File: config.mk
export PLATFORM = sky130hd
export DESIGN_NAME = noise_gate_envelope_gain
export DESIGN_NICKNAME = d
export VERILOG_FILES = /design/src/ngeg_pkg.sv /design/src/noise_gate_envelope_gain.sv
export VERILOG_INCLUDE_DIRS = /design/src /design/src/src
export SDC_FILE = /design/constraint.sdc
export NUM_CORES = 1
export LEC_CHECK = 0
export BUFFER_PORTS_ARGS = -buffer_cell sky130_fd_sc_hd__buf_2
export CORE_ASPECT_RATIO = 2
export CORE_MARGIN = 5
export CORE_UTILIZATION = 45
export DETAILED_ROUTE_END_ITERATION = 16
export GPL_TIMING_DRIVEN = 1
export PLACE_DENSITY = 0.72
export SLEW_MARGIN = 30
export SYNTH_ARGS = -nofsm -noshare
export SYNTH_HDL_FRONTEND = slang
export SYNTH_SLANG_ARGS = --single-unit
File: constraint.sdc
create_clock -name clk_i -period 8.6 [get_ports clk_i]
set_input_delay 0.86 -clock clk_i [delete_from_list [all_inputs] [get_ports clk_i]]
set_output_delay 0.86 -clock clk_i [all_outputs]
set_load 0.02 [all_outputs]
File: src/noise_gate_envelope_gain_macros.svh
// Assertion macros for the noise gate block.
`ifndef NOISE_GATE_ENVELOPE_GAIN_MACROS_SVH
`define NOISE_GATE_ENVELOPE_GAIN_MACROS_SVH
`ifndef SYNTHESIS
`define NG_ASSERT(lbl, prop) \
  lbl: assert property (@(posedge clk_i) disable iff (!rst_ni) prop) \
    else $error("noise gate assertion failed");
`define NG_ASSERT_IMP(lbl, pre, post) `NG_ASSERT(lbl, (pre) |-> (post))
`else
`define NG_ASSERT(lbl, prop)
`define NG_ASSERT_IMP(lbl, pre, post)
`endif
`endif

File: src/ngeg_pkg.sv
`timescale 1ns / 1ps
package ngeg_pkg;

  localparam int ThrBits   = 31;
  localparam int RatioBits = 17;
  localparam int EnvBits   = 32;
  localparam int GainBits  = 17;
  localparam int CfgBits   = 31;
  localparam int CfgIdxBits = 2;
  // envelope * ratio
  localparam int NumBits   = EnvBits + RatioBits;

  localparam logic [CfgIdxBits-1:0] REG_THRESHOLD = 2'd0;
  localparam logic [CfgIdxBits-1:0] REG_ATTACK    = 2'd1;
  localparam logic [CfgIdxBits-1:0] REG_RELEASE   = 2'd2;
  localparam logic [CfgIdxBits-1:0] REG_RATIO     = 2'd3;

  localparam logic [ThrBits-1:0]   THR_RESET     = 31'd67108864;
  localparam logic [RatioBits-1:0] RATIO_RESET   = 17'd1311;
  localparam logic [15:0]          ATTACK_RESET  = 16'd53216;
  localparam logic [15:0]          RELEASE_RESET = 16'd65532;

  typedef enum logic [10:0] {
    ST_IDLE  = 11'b000_0000_0001,
    ST_ENV   = 11'b000_0000_0010,
    ST_EUPD  = 11'b000_0000_0100,
    ST_RMUL  = 11'b000_0000_1000,
    ST_TGT   = 11'b000_0001_0000,
    ST_DIV   = 11'b000_0010_0000,
    ST_GSET  = 11'b000_0100_0000,
    ST_GEMA  = 11'b000_1000_0000,
    ST_GUPD  = 11'b001_0000_0000,
    ST_OMUL  = 11'b010_0000_0000,
    ST_EMIT  = 11'b100_0000_0000
  } state_e;

endpackage

File: src/noise_gate_envelope_gain.sv
`timescale 1ns / 1ps
// Processes one sample at a time: s_axis_tready is high only in ST_IDLE, so a new
// sample is taken only after the last one is emitted; an output stall holds ST_EMIT.
// The 49-step divide runs only when the envelope is not above threshold; the shared
// shift-add multiplier and the one-bit-per-cycle restoring divider serialize the work.
// Reset (async, active low): envelope and gain to zero, registers to defaults.
`include "noise_gate_envelope_gain_macros.svh"
module noise_gate_envelope_gain #(
  parameter int SAMPLE_BITS    = 16,
  parameter int COEF_FRAC_BITS = 16
) (
  input  logic clk_i,
  input  logic rst_ni,
  // config write port
  input  logic                          cfg_we_i,
  input  logic [ngeg_pkg::CfgIdxBits-1:0] cfg_idx_i,
  input  logic [ngeg_pkg::CfgBits-1:0]  cfg_data_i,
  // input stream
  input  logic                                  s_axis_tvalid,
  output logic                                  s_axis_tready,
  input  logic [((SAMPLE_BITS+7)/8)*8-1:0]      s_axis_tdata,  // sample
  // output stream
  output logic                                  m_axis_tvalid,
  input  logic                                  m_axis_tready,
  output logic [((SAMPLE_BITS+17+7)/8)*8-1:0]   m_axis_tdata   // out_sample, gain_now
);

  localparam int S     = SAMPLE_BITS;
  localparam int F     = COEF_FRAC_BITS;
  localparam int OUT_W = ((S + 17 + 7) / 8) * 8;
  localparam int NW    = ngeg_pkg::NumBits;
  localparam int GB    = ngeg_pkg::GainBits;
  localparam int TB    = ngeg_pkg::ThrBits;
  localparam int EB    = ngeg_pkg::EnvBits;
  localparam int RB    = ngeg_pkg::RatioBits;
  // accumulator holds signed EMA deltas and full products
  localparam int AW    = (S + F + 2 > NW + 2) ? S + F + 2 : NW + 2;
  localparam int MRW   = (F > RB) ? F : RB;
  localparam int CW    = $clog2(NW);
  // the sum wraps like a 64-bit product before the >> F
  localparam int WRAPW = 64 - F;
  localparam logic [AW-1:0] WRAP_MASK =
    (WRAPW >= AW) ? {AW{1'b1}} : ((AW'(1) << WRAPW) - AW'(1));
  localparam logic [AW-1:0] ENV_MAX   = AW'({EB{1'b1}});
  localparam logic [GB-1:0] GAIN_FLOOR = GB'(((1 << F) + 500) / 1000);
  localparam logic [NW-1:0] ONE_T      = NW'(1) << F;

  ngeg_pkg::state_e state_q, state_d;
  logic [CW-1:0]  cnt_q, cnt_d;
  logic [AW-1:0]  acc_q, acc_d, md_q, md_d;
  logic [MRW-1:0] mr_q, mr_d;
  logic [S-1:0]   mag_q, mag_d;
  logic           neg_q, neg_d;
  logic [EB-1:0]  env_q, env_d;
  logic [GB-1:0]  gain_q, gain_d;
  logic [NW-1:0]  tgt_q, tgt_d, num_q, num_d;
  logic [TB-1:0]  rem_q, rem_d;
  logic [TB-1:0]  thr_q;
  logic [F-1:0]   att_q, rel_q;
  logic [RB-1:0]  ratio_q;
  logic [S-1:0]   osmp_q, osmp_d;
  logic [GB-1:0]  ogain_q, ogain_d;
  logic           ovalid_q, ovalid_d;

  logic [TB-1:0]  thr_eff;
  logic [S-1:0]   raw, mag_in;
  logic [AW-1:0]  axx, addend, sum, upd, wrapped, prod, limit;
  logic [EB:0]    trial;
  logic           ge;
  logic [EB-1:0]  env_new;
  logic [GB-1:0]  gain_new;
  logic [S-1:0]   pmag;

  assign thr_eff = (thr_q == '0) ? TB'(1) : thr_q;
  assign raw     = s_axis_tdata[S-1:0];
  assign mag_in  = raw[S-1] ? (~raw + S'(1)) : raw;

  // shared serial adder: right-shift for EMA steps, left-shift for products
  assign addend = (state_q == ngeg_pkg::ST_RMUL || state_q == ngeg_pkg::ST_OMUL)
                ? (mr_q[MRW-1] ? md_q : '0) : (mr_q[0] ? md_q : '0);
  assign sum    = (state_q == ngeg_pkg::ST_RMUL || state_q == ngeg_pkg::ST_OMUL)
                ? ((acc_q << 1) + addend) : (acc_q + addend);

  // divider step
  assign trial = {1'b0, rem_q, num_q[NW-1]};
  assign ge    = trial >= {2'b00, thr_eff};

  always_comb begin
    state_d  = state_q;
    cnt_d    = cnt_q;
    acc_d    = acc_q;
    md_d     = md_q;
    mr_d     = mr_q;
    mag_d    = mag_q;
    neg_d    = neg_q;
    env_d    = env_q;
    gain_d   = gain_q;
    tgt_d    = tgt_q;
    num_d    = num_q;
    rem_d    = rem_q;
    osmp_d   = osmp_q;
    ogain_d  = ogain_q;
    ovalid_d = ovalid_q && !m_axis_tready;
    axx      = '0;
    upd      = '0;
    wrapped  = '0;
    env_new  = '0;
    gain_new = '0;
    prod     = '0;
    limit    = '0;
    pmag     = '0;

    unique case (state_q)
      ngeg_pkg::ST_IDLE: begin
        if (s_axis_tvalid) begin
          axx   = AW'(mag_in) << F;
          mag_d = mag_in;
          neg_d = raw[S-1];
          mr_d  = (axx > AW'(env_q)) ? MRW'(att_q) : MRW'(rel_q);
          md_d  = AW'(env_q) - axx;
          acc_d = '0;
          cnt_d = CW'(F - 1);
          state_d = ngeg_pkg::ST_ENV;
        end
      end
      ngeg_pkg::ST_ENV, ngeg_pkg::ST_GEMA: begin
        acc_d = AW'($signed(sum) >>> 1);
        mr_d  = mr_q >> 1;
        cnt_d = cnt_q - CW'(1);
        if (cnt_q == '0) begin
          state_d = (state_q == ngeg_pkg::ST_ENV) ? ngeg_pkg::ST_EUPD : ngeg_pkg::ST_GUPD;
        end
      end
      ngeg_pkg::ST_EUPD: begin
        upd     = (AW'(mag_q) << F) + acc_q;
        wrapped = upd & WRAP_MASK;
        env_new = (wrapped > ENV_MAX) ? {EB{1'b1}} : wrapped[EB-1:0];
        env_d   = env_new;
        md_d    = AW'(env_new);
        mr_d    = MRW'(ratio_q) << (MRW - RB);
        acc_d   = '0;
        cnt_d   = CW'(RB - 1);
        state_d = ngeg_pkg::ST_RMUL;
      end
      ngeg_pkg::ST_RMUL, ngeg_pkg::ST_OMUL: begin
        acc_d = sum;
        mr_d  = mr_q << 1;
        cnt_d = cnt_q - CW'(1);
        if (cnt_q == '0) begin
          state_d = (state_q == ngeg_pkg::ST_RMUL) ? ngeg_pkg::ST_TGT : ngeg_pkg::ST_EMIT;
        end
      end
      ngeg_pkg::ST_TGT: begin
        if (env_q > EB'(thr_eff)) begin
          tgt_d   = ONE_T;
          state_d = ngeg_pkg::ST_GSET;
        end else begin
          num_d   = acc_q[NW-1:0];
          rem_d   = '0;
          cnt_d   = CW'(NW - 1);
          state_d = ngeg_pkg::ST_DIV;
        end
      end
      ngeg_pkg::ST_DIV: begin
        rem_d = ge ? TB'(trial - {2'b00, thr_eff}) : trial[TB-1:0];
        num_d = {num_q[NW-2:0], ge};
        cnt_d = cnt_q - CW'(1);
        if (cnt_q == '0) begin
          tgt_d   = {num_q[NW-2:0], ge};
          state_d = ngeg_pkg::ST_GSET;
        end
      end
      ngeg_pkg::ST_GSET: begin
        mr_d    = (tgt_q > NW'(gain_q)) ? MRW'(att_q) : MRW'(rel_q);
        md_d    = AW'(gain_q) - AW'(tgt_q);
        acc_d   = '0;
        cnt_d   = CW'(F - 1);
        state_d = ngeg_pkg::ST_GEMA;
      end
      ngeg_pkg::ST_GUPD: begin
        upd      = AW'(tgt_q) + acc_q;
        wrapped  = upd & WRAP_MASK;
        gain_new = (wrapped < AW'(GAIN_FLOOR)) ? GAIN_FLOOR : wrapped[GB-1:0];
        gain_d   = gain_new;
        md_d     = AW'(mag_q);
        mr_d     = MRW'(gain_new) << (MRW - GB);
        acc_d    = '0;
        cnt_d    = CW'(GB - 1);
        state_d  = ngeg_pkg::ST_OMUL;
      end
      ngeg_pkg::ST_EMIT: begin
        prod  = acc_q >> F;
        limit = neg_q ? (AW'(1) << (S - 1)) : ((AW'(1) << (S - 1)) - AW'(1));
        pmag  = (prod > limit) ? limit[S-1:0] : prod[S-1:0];
        if (!ovalid_q || m_axis_tready) begin
          osmp_d   = neg_q ? (~pmag + S'(1)) : pmag;
          ogain_d  = gain_q;
          ovalid_d = 1'b1;
          state_d  = ngeg_pkg::ST_IDLE;
        end
      end
      default: state_d = ngeg_pkg::ST_IDLE;
    endcase
  end

  always_ff @(posedge clk_i or negedge rst_ni) begin
    if (!rst_ni) begin
      state_q  <= ngeg_pkg::ST_IDLE;
      cnt_q    <= '0;
      env_q    <= '0;
      gain_q   <= '0;
      ovalid_q <= 1'b0;
      thr_q    <= ngeg_pkg::THR_RESET;
      att_q    <= F'(ngeg_pkg::ATTACK_RESET);
      rel_q    <= F'(ngeg_pkg::RELEASE_RESET);
      ratio_q  <= ngeg_pkg::RATIO_RESET;
    end else begin
      state_q  <= state_d;
      cnt_q    <= cnt_d;
      env_q    <= env_d;
      gain_q   <= gain_d;
      ovalid_q <= ovalid_d;
      if (cfg_we_i) begin
        unique case (cfg_idx_i)
          ngeg_pkg::REG_THRESHOLD: thr_q   <= cfg_data_i[TB-1:0];
          ngeg_pkg::REG_ATTACK:    att_q   <= cfg_data_i[F-1:0];
          ngeg_pkg::REG_RELEASE:   rel_q   <= cfg_data_i[F-1:0];
          ngeg_pkg::REG_RATIO:     ratio_q <= cfg_data_i[RB-1:0];
          default: ;
        endcase
      end
    end
  end

  // datapath, no reset
  always_ff @(posedge clk_i) begin
    acc_q   <= acc_d;
    md_q    <= md_d;
    mr_q    <= mr_d;
    mag_q   <= mag_d;
    neg_q   <= neg_d;
    tgt_q   <= tgt_d;
    num_q   <= num_d;
    rem_q   <= rem_d;
    osmp_q  <= osmp_d;
    ogain_q <= ogain_d;
  end

  assign s_axis_tready = (state_q == ngeg_pkg::ST_IDLE);
  assign m_axis_tvalid = ovalid_q;
  assign m_axis_tdata  = OUT_W'({ogain_q, osmp_q});

  `NG_ASSERT_IMP(a_accept_starts_env, s_axis_tvalid && s_axis_tready, ##1 state_q == ngeg_pkg::ST_ENV)
  `NG_ASSERT_IMP(a_out_from_emit, $rose(ovalid_q), $past(state_q == ngeg_pkg::ST_EMIT))
  `NG_ASSERT_IMP(a_rem_below_thr, state_q == ngeg_pkg::ST_DIV, rem_q < thr_eff)
  `NG_ASSERT_IMP(a_ema_count, state_q == ngeg_pkg::ST_ENV || state_q == ngeg_pkg::ST_GEMA, cnt_q < CW'(F))

endmodule
After elaboration in Yosys (flattened, before gate mapping)
Index checks and enable logic that the tools add are counted.
{ "totals": {"output_inout_bits": 42, "elab_cells": 131, "inputBits": 54, "register_bits": 445} }
{ "op_classes": {"order_cmp": 7, "reduce_logical": 31, "bitwise": 2, "n_addsub": 10, "muxes": 41, "n_eq_ne": 21} }
{ "ops": {"columns": ["operator", "n"], "rows": [
  ["51-bit case mux with 4 select lines", 2],
  ["51-bit 2-to-1 mux", 6],
  ["49-bit case mux with 2 select lines", 2],
  ["49-bit 2-to-1 mux", 3],
  ["51-bit adder", 2],
  ["17-bit case mux with 6 select lines", 1],
  ["11-bit case mux with 9 select lines", 1],
  ["16-bit 2-to-1 mux", 6],
  ["31-bit 2-to-1 mux", 3],
  ["11-bit 2-to-1 mux", 6],
  ["31-bit case mux with 2 select lines", 1],
  ["17-bit by 49-bit subtractor with 50-bit output", 1],
  ["49-bit by 17-bit greater-than comparator with 1-bit output", 1],
  ["32-bit by 48-bit adder with 48-bit output", 1],
  ["48-bit adder", 1],
  ["48-bit by 32-bit greater-than comparator with 1-bit output, second input constant", 1],
  ["48-bit by 7-bit less-than comparator with 1-bit output, second input constant", 1],
  ["35-bit by 16-bit greater-than comparator with 1-bit output", 1],
  ["17-bit 2-to-1 mux", 2],
  ["32-bit by 32-bit subtractor with 33-bit output", 1],
  ["16-bit by 1-bit adder with 16-bit output, second input constant", 2],
  ["32-bit by 31-bit greater-or-equal comparator with 1-bit output", 1],
  ["32-bit by 31-bit greater-than comparator with 1-bit output", 1],
  ["32-bit greater-than comparator", 1],
  ["other kinds (39)", 64]
]} }

Logic depth before layout (Yosys ltp)
{ "depth": {"word_depth": 7, "mapped_depth": 24, "mapped_depth_nobuf": 22} }

Worst setup path before layout
No wires, ideal clock.
{ "synth_path": {"kind": "reg-to-reg", "from": "register thr_q[0]", "to": "register num_q[0], enable pin", "path_buffers": 0, "arrival_time_ns": 6.236, "slack_ns": 1.820, "stages_incl_launch_ff": 15, "required_ns": 8.056, "setup_time_ns": 0.544, "synth_period_minus_slack_ns": 6.780, "cell_sequence": "dfrtp_1 > nor4_1 > nand4_1 > o21bai_1 > ha_1 > nor2b_1 > o21a_1 > o21a_1 > o21a_1 > o21a_1 > o21a_1 > o21a_1 > o21bai_1 > a211oi_1 > a21oi_1"} }
{ "synth_between": {"elab_chain_len": 5} }
{ "synth_rtl": {"columns": ["element", "line", "rtl"], "rows": [
  ["start: declaration", "noise_gate_envelope_gain.sv:58", "logic [TB-1:0] thr_q;"],
  ["start signal: assignment", "noise_gate_envelope_gain.sv:213", "thr_q <= ngeg_pkg::THR_RESET;"],
  ["start signal: assignment", "noise_gate_envelope_gain.sv:225", "ngeg_pkg::REG_THRESHOLD: thr_q <= cfg_data_i[TB-1:0];"],
  ["31-bit zero test", "noise_gate_envelope_gain.sv:74", "assign thr_eff = (thr_q == '0) ? TB'(1) : thr_q;"],
  ["31-bit 2-to-1 mux *", "noise_gate_envelope_gain.sv:74", null],
  ["32-bit by 31-bit greater-than comparator with 1-bit output *", "noise_gate_envelope_gain.sv:154", "if (env_q > EB'(thr_eff)) begin"],
  ["2-bit != test (no line) *", null, null],
  ["2-bit AND reduction (no line) *", null, null],
  ["end signal: assignment", "noise_gate_envelope_gain.sv:243", "num_q <= num_d;"],
  ["end: declaration", "noise_gate_envelope_gain.sv:56", "logic [NW-1:0] tgt_q, tgt_d, num_q, num_d;"]
]} }
Mark *: on every way between the ends. The rest lies on a longest branch, timed or not.
A chain may end at the register's enable or synchronous reset.

Final worst setup path
{ "layout_path": {"from": "register state_q[5]", "to": "register acc_q[49] (data pin)"} }
{ "layout_between": {"elab_chain_len": 6, "elab_cells_between_ends": 17, "classes_between": "2 x add/sub; 8 x eq/ne; 3 x mux; 4 x reduce/logical"} }
{ "layout_rtl": {"columns": ["element", "line", "rtl"], "rows": [
  ["start: declaration", "noise_gate_envelope_gain.sv:48", "ngeg_pkg::state_e state_q, state_d;"],
  ["start signal: assignment", "noise_gate_envelope_gain.sv:208", "state_q <= ngeg_pkg::ST_IDLE;"],
  ["start signal: assignment", "noise_gate_envelope_gain.sv:218", "state_q <= state_d;"],
  ["11-bit by 4-bit == test with 1-bit output or 11-bit by 10-bit == test with 1-bit output (tied branches)", "noise_gate_envelope_gain.sv:79, noise_gate_envelope_gain.sv:81, noise_gate_envelope_gain.sv:113", null],
  ["1-bit logical OR", "noise_gate_envelope_gain.sv:79, noise_gate_envelope_gain.sv:81", null],
  ["51-bit 2-to-1 mux", "noise_gate_envelope_gain.sv:80", "? (mr_q[MRW-1] ? md_q : '0) : (mr_q[0] ? md_q : '0);"],
  ["51-bit adder", "noise_gate_envelope_gain.sv:82", "? ((acc_q << 1) + addend) : (acc_q + addend);"],
  ["51-bit 2-to-1 mux", "noise_gate_envelope_gain.sv:82", null],
  ["51-bit case mux with 4 select lines *", "noise_gate_envelope_gain.sv:113", "unique case (state_q)"],
  ["net acc_d[49]", "noise_gate_envelope_gain.sv:50", "logic [AW-1:0] acc_q, acc_d, md_q, md_d;"],
  ["end signal: assignment", "noise_gate_envelope_gain.sv:237", "acc_q <= acc_d;"],
  ["end: declaration", "noise_gate_envelope_gain.sv:50", null]
]} }
Mark *: on every way through the listed nets, which the timed path passes. The rest lies on a longest branch.

==> results.toml <==
[placed_design]
pre_cts_ws_ps = 1810
gp_congestion = 1.05
port_buffers = 88
dp_hpwl_um = 93700
dpl.cell_count = 4526

[logic_synthesis]
postSynthAreaPerCell_um2 = 9.34
synth_seq_cells = 444
ys_types = 100
yosys-top-cells-area = "edfxtp_1 (27%), ha_1 (10%), dfrtp_1 (8.6%)"
yosysWarnings = 0
synth_seq_area_share_pct = 37.6
yosys.area.top_type = "edfxtp_1"
synth_top_area_share_pct = 26.5
syn_inst = 3597
syn_area_um2 = 33600
synth_edf_count = 297
synth_flop_cell = "edfxtp_1"
async_flop_share_pct = 33.1

[worst_setup_path]
crit_path_end_kind = "flip-flop"
required_ps = 8950
rrSetupSlack_ps = 1650
worst_setup_path_start_kind = "flip-flop"
reg2reg_depth = 22
reg2reg_to = "acc_q[49]"
timing.rr.start = "state_q[5]"
arrival_ps = 7300
crit_type = "reg -> reg"
crit_fanout = 33

[sta]
finalCritPeriodShare_pct = 80.8
finalCriticalPeriod_ps = 6950
rsz0062_at_grt = "false"
slew_violations = 0
slew_headroom_pct = 31.4
setup_viol = 0
finalSetupTns_ps = 0
max_freq_ghz = 0.144
finalHoldViolations = 0
finalWorstSetupSlack_ps = 1650
finalClockSkew_ps = 36.2
tightest_slew_ps = 1020

[cells_and_area]
seqCellArea_um2 = 12600
stdcell_count = 4611
final_common_cell = "a21oi_1"
multi_input_area_um2 = 20000
final_cell_mix = "a21oi_1 (356), edfxtp_1 (297), ha_1 (276)"
drive_gt1_share_pct = 10.3
final.fill_count = 6852
layout.nets = 3982
syn_to_final_growth_pct = 9.42

[grt]
antenna_found_initial = 3
grt_start_max_net_pins = 78
grtUsageTotal_pct = 29.4
first_global_vias = 30352
grt_pass1_wl_um = 181000
grt_overflow = 0

[floorplan]
die-area_um2 = 80600
io_pins = 96
coreArea_um2 = 73900
fp-row-count = 141
initial_utilization_pct = 45.5
die_h_um = 396
fp.dieW_um = 203

[clocking]
numCtsBuffers = 44
cts-root-buf = "clkbuf_16"
path_clk_slew_ps = 70
cts.sinks = 444
cts_resized = 0
clkLatencyLatePin_ps = 640
clk_path_buf_depth = 3
hold_buffers = 0
cts_tree = "built"
cts_htree_levels = 2
cts_setup_buffers = 0

[flow_run]
drv_cap = 0

[detailed_routing]
first_pass_iters = 8
drc = 0
antenna_left = 0
num_vias = 29827
first_iter_violations = 2141
post_drt_wl_per_cell_um = 26.6
finalWirelength_um = 123000
via_per_inst = 6.47

[worst_hold_path]
hold_path.class = "in -> async"

[power_and_ir_drop]
irDropWorstVdd_v = 0.000192
p_per_area_nw_per_um2 = 405
p_total_mw = 14.9
p_leak_nw = 15.2

[outcome]
status = "finished, final reports clean"
[worst max-delay path by stage]
| stage | from | end | slack, ps |
|---|---|---|---|
| after floorplan | thr_q[0] | num_q[0] | 1820 |
| after global placement | state_q[5] | acc_q[44] | 1910 |
| after global routing | state_q[5] | acc_q[49] | 1310 |
| final | state_q[5] | acc_q[49] | 1650 |
| after CTS | state_q[5] | acc_q[46] | 1800 |
| after detailed placement | state_q[5] | acc_q[46] | 1810 |
[metal layers]
layer,GRT usage (%),routed length [um],up-vias
met4,30.8,15900,4
li1,-,-,13525
met1,26.8,38000,14348
met3,4.82,7070,596
met2,52.6,61700,1354
met5,0,27,-
[per-stage QoR]
step	util [%]	hold slack [ps]	cell area (um^2)
after floorplan	-	425	33600
after CTS	49.7	289	36700
after global routing	49.7	318	36800
after global placement	47.5	488	35100
final	49.7	262	36800
after detailed placement	47.6	475	35200
[cell type report]
cell class                 count  share of cell area, %
multi-input combinational   2860                   54.3
sequential                   444                   34.4
clock buffer                  56                   3.26
tap                          929                   3.16
timing repair buffer         141                   2.38
inverter                     154                   1.57
clock inverter                26                  0.943
antenna                        1                0.00681
[report_power, final]
part	internal [mW]	switching, mW	leakage [nW]
sequential	3.07	0.679	4.35
combinational	3.33	5.69	10.1
clock	1.18	0.945	0.744
[synthesized netlist by cell type (all sizes together), types with 36 or more instances]
cell type and instances:
a21o 188, a21oi 362, and2 119, clkbuf 115, dfrtp 115, edfxtp 297, ha 276, inv 154
mux2 60, mux2i 41, nand2 232, nand2b 37, nand3 64, nand4 55, nor2 251, nor2b 52
nor3 85, o21a 47, o21ai 266, o21bai 36, xnor2 131, xor2 98
[critical path: stages, from the launching register on]
cell      delay (ps)
dfrtp_1          420
or3_4            430
nor2_1           290
nand2_1          180
or3_1            370
buf_4            260
nand2_1          140
nand2_2          360
buf_4            370
and2_1           190
ha_1             350
o21a_1           130
o31a_1           220
o211ai_1         180
a21oi_1          680
o211ai_1         260
a21oi_1          560
a211o_1          300
a21boi_0         190
o21ai_0          360
a221oi_1         160
xor2_1           160
o22ai_1           90
[cell families after synthesis]
family / count (synthesis) / share of synthesized area (%)
other cells: 1 / 0.0112
compound gates: 1200 / 23.2
fa+ha+maj: 283 / 10.7
mux: 101 / 3.23
xor+xnor: 229 / 5.97
buf+inv: 299 / 3.50
flops: 444 / 37.6
simple gates: 1040 / 15.8
[flip-flops by register name (all words and copies together) (netlist names), 31 cells and up]
signal  count
thr_q      31
tgt_q      49
rem_q      31
env_q      32
md_q       50
num_q      49
acc_q      51
Power figures use the tool's default switching activity.
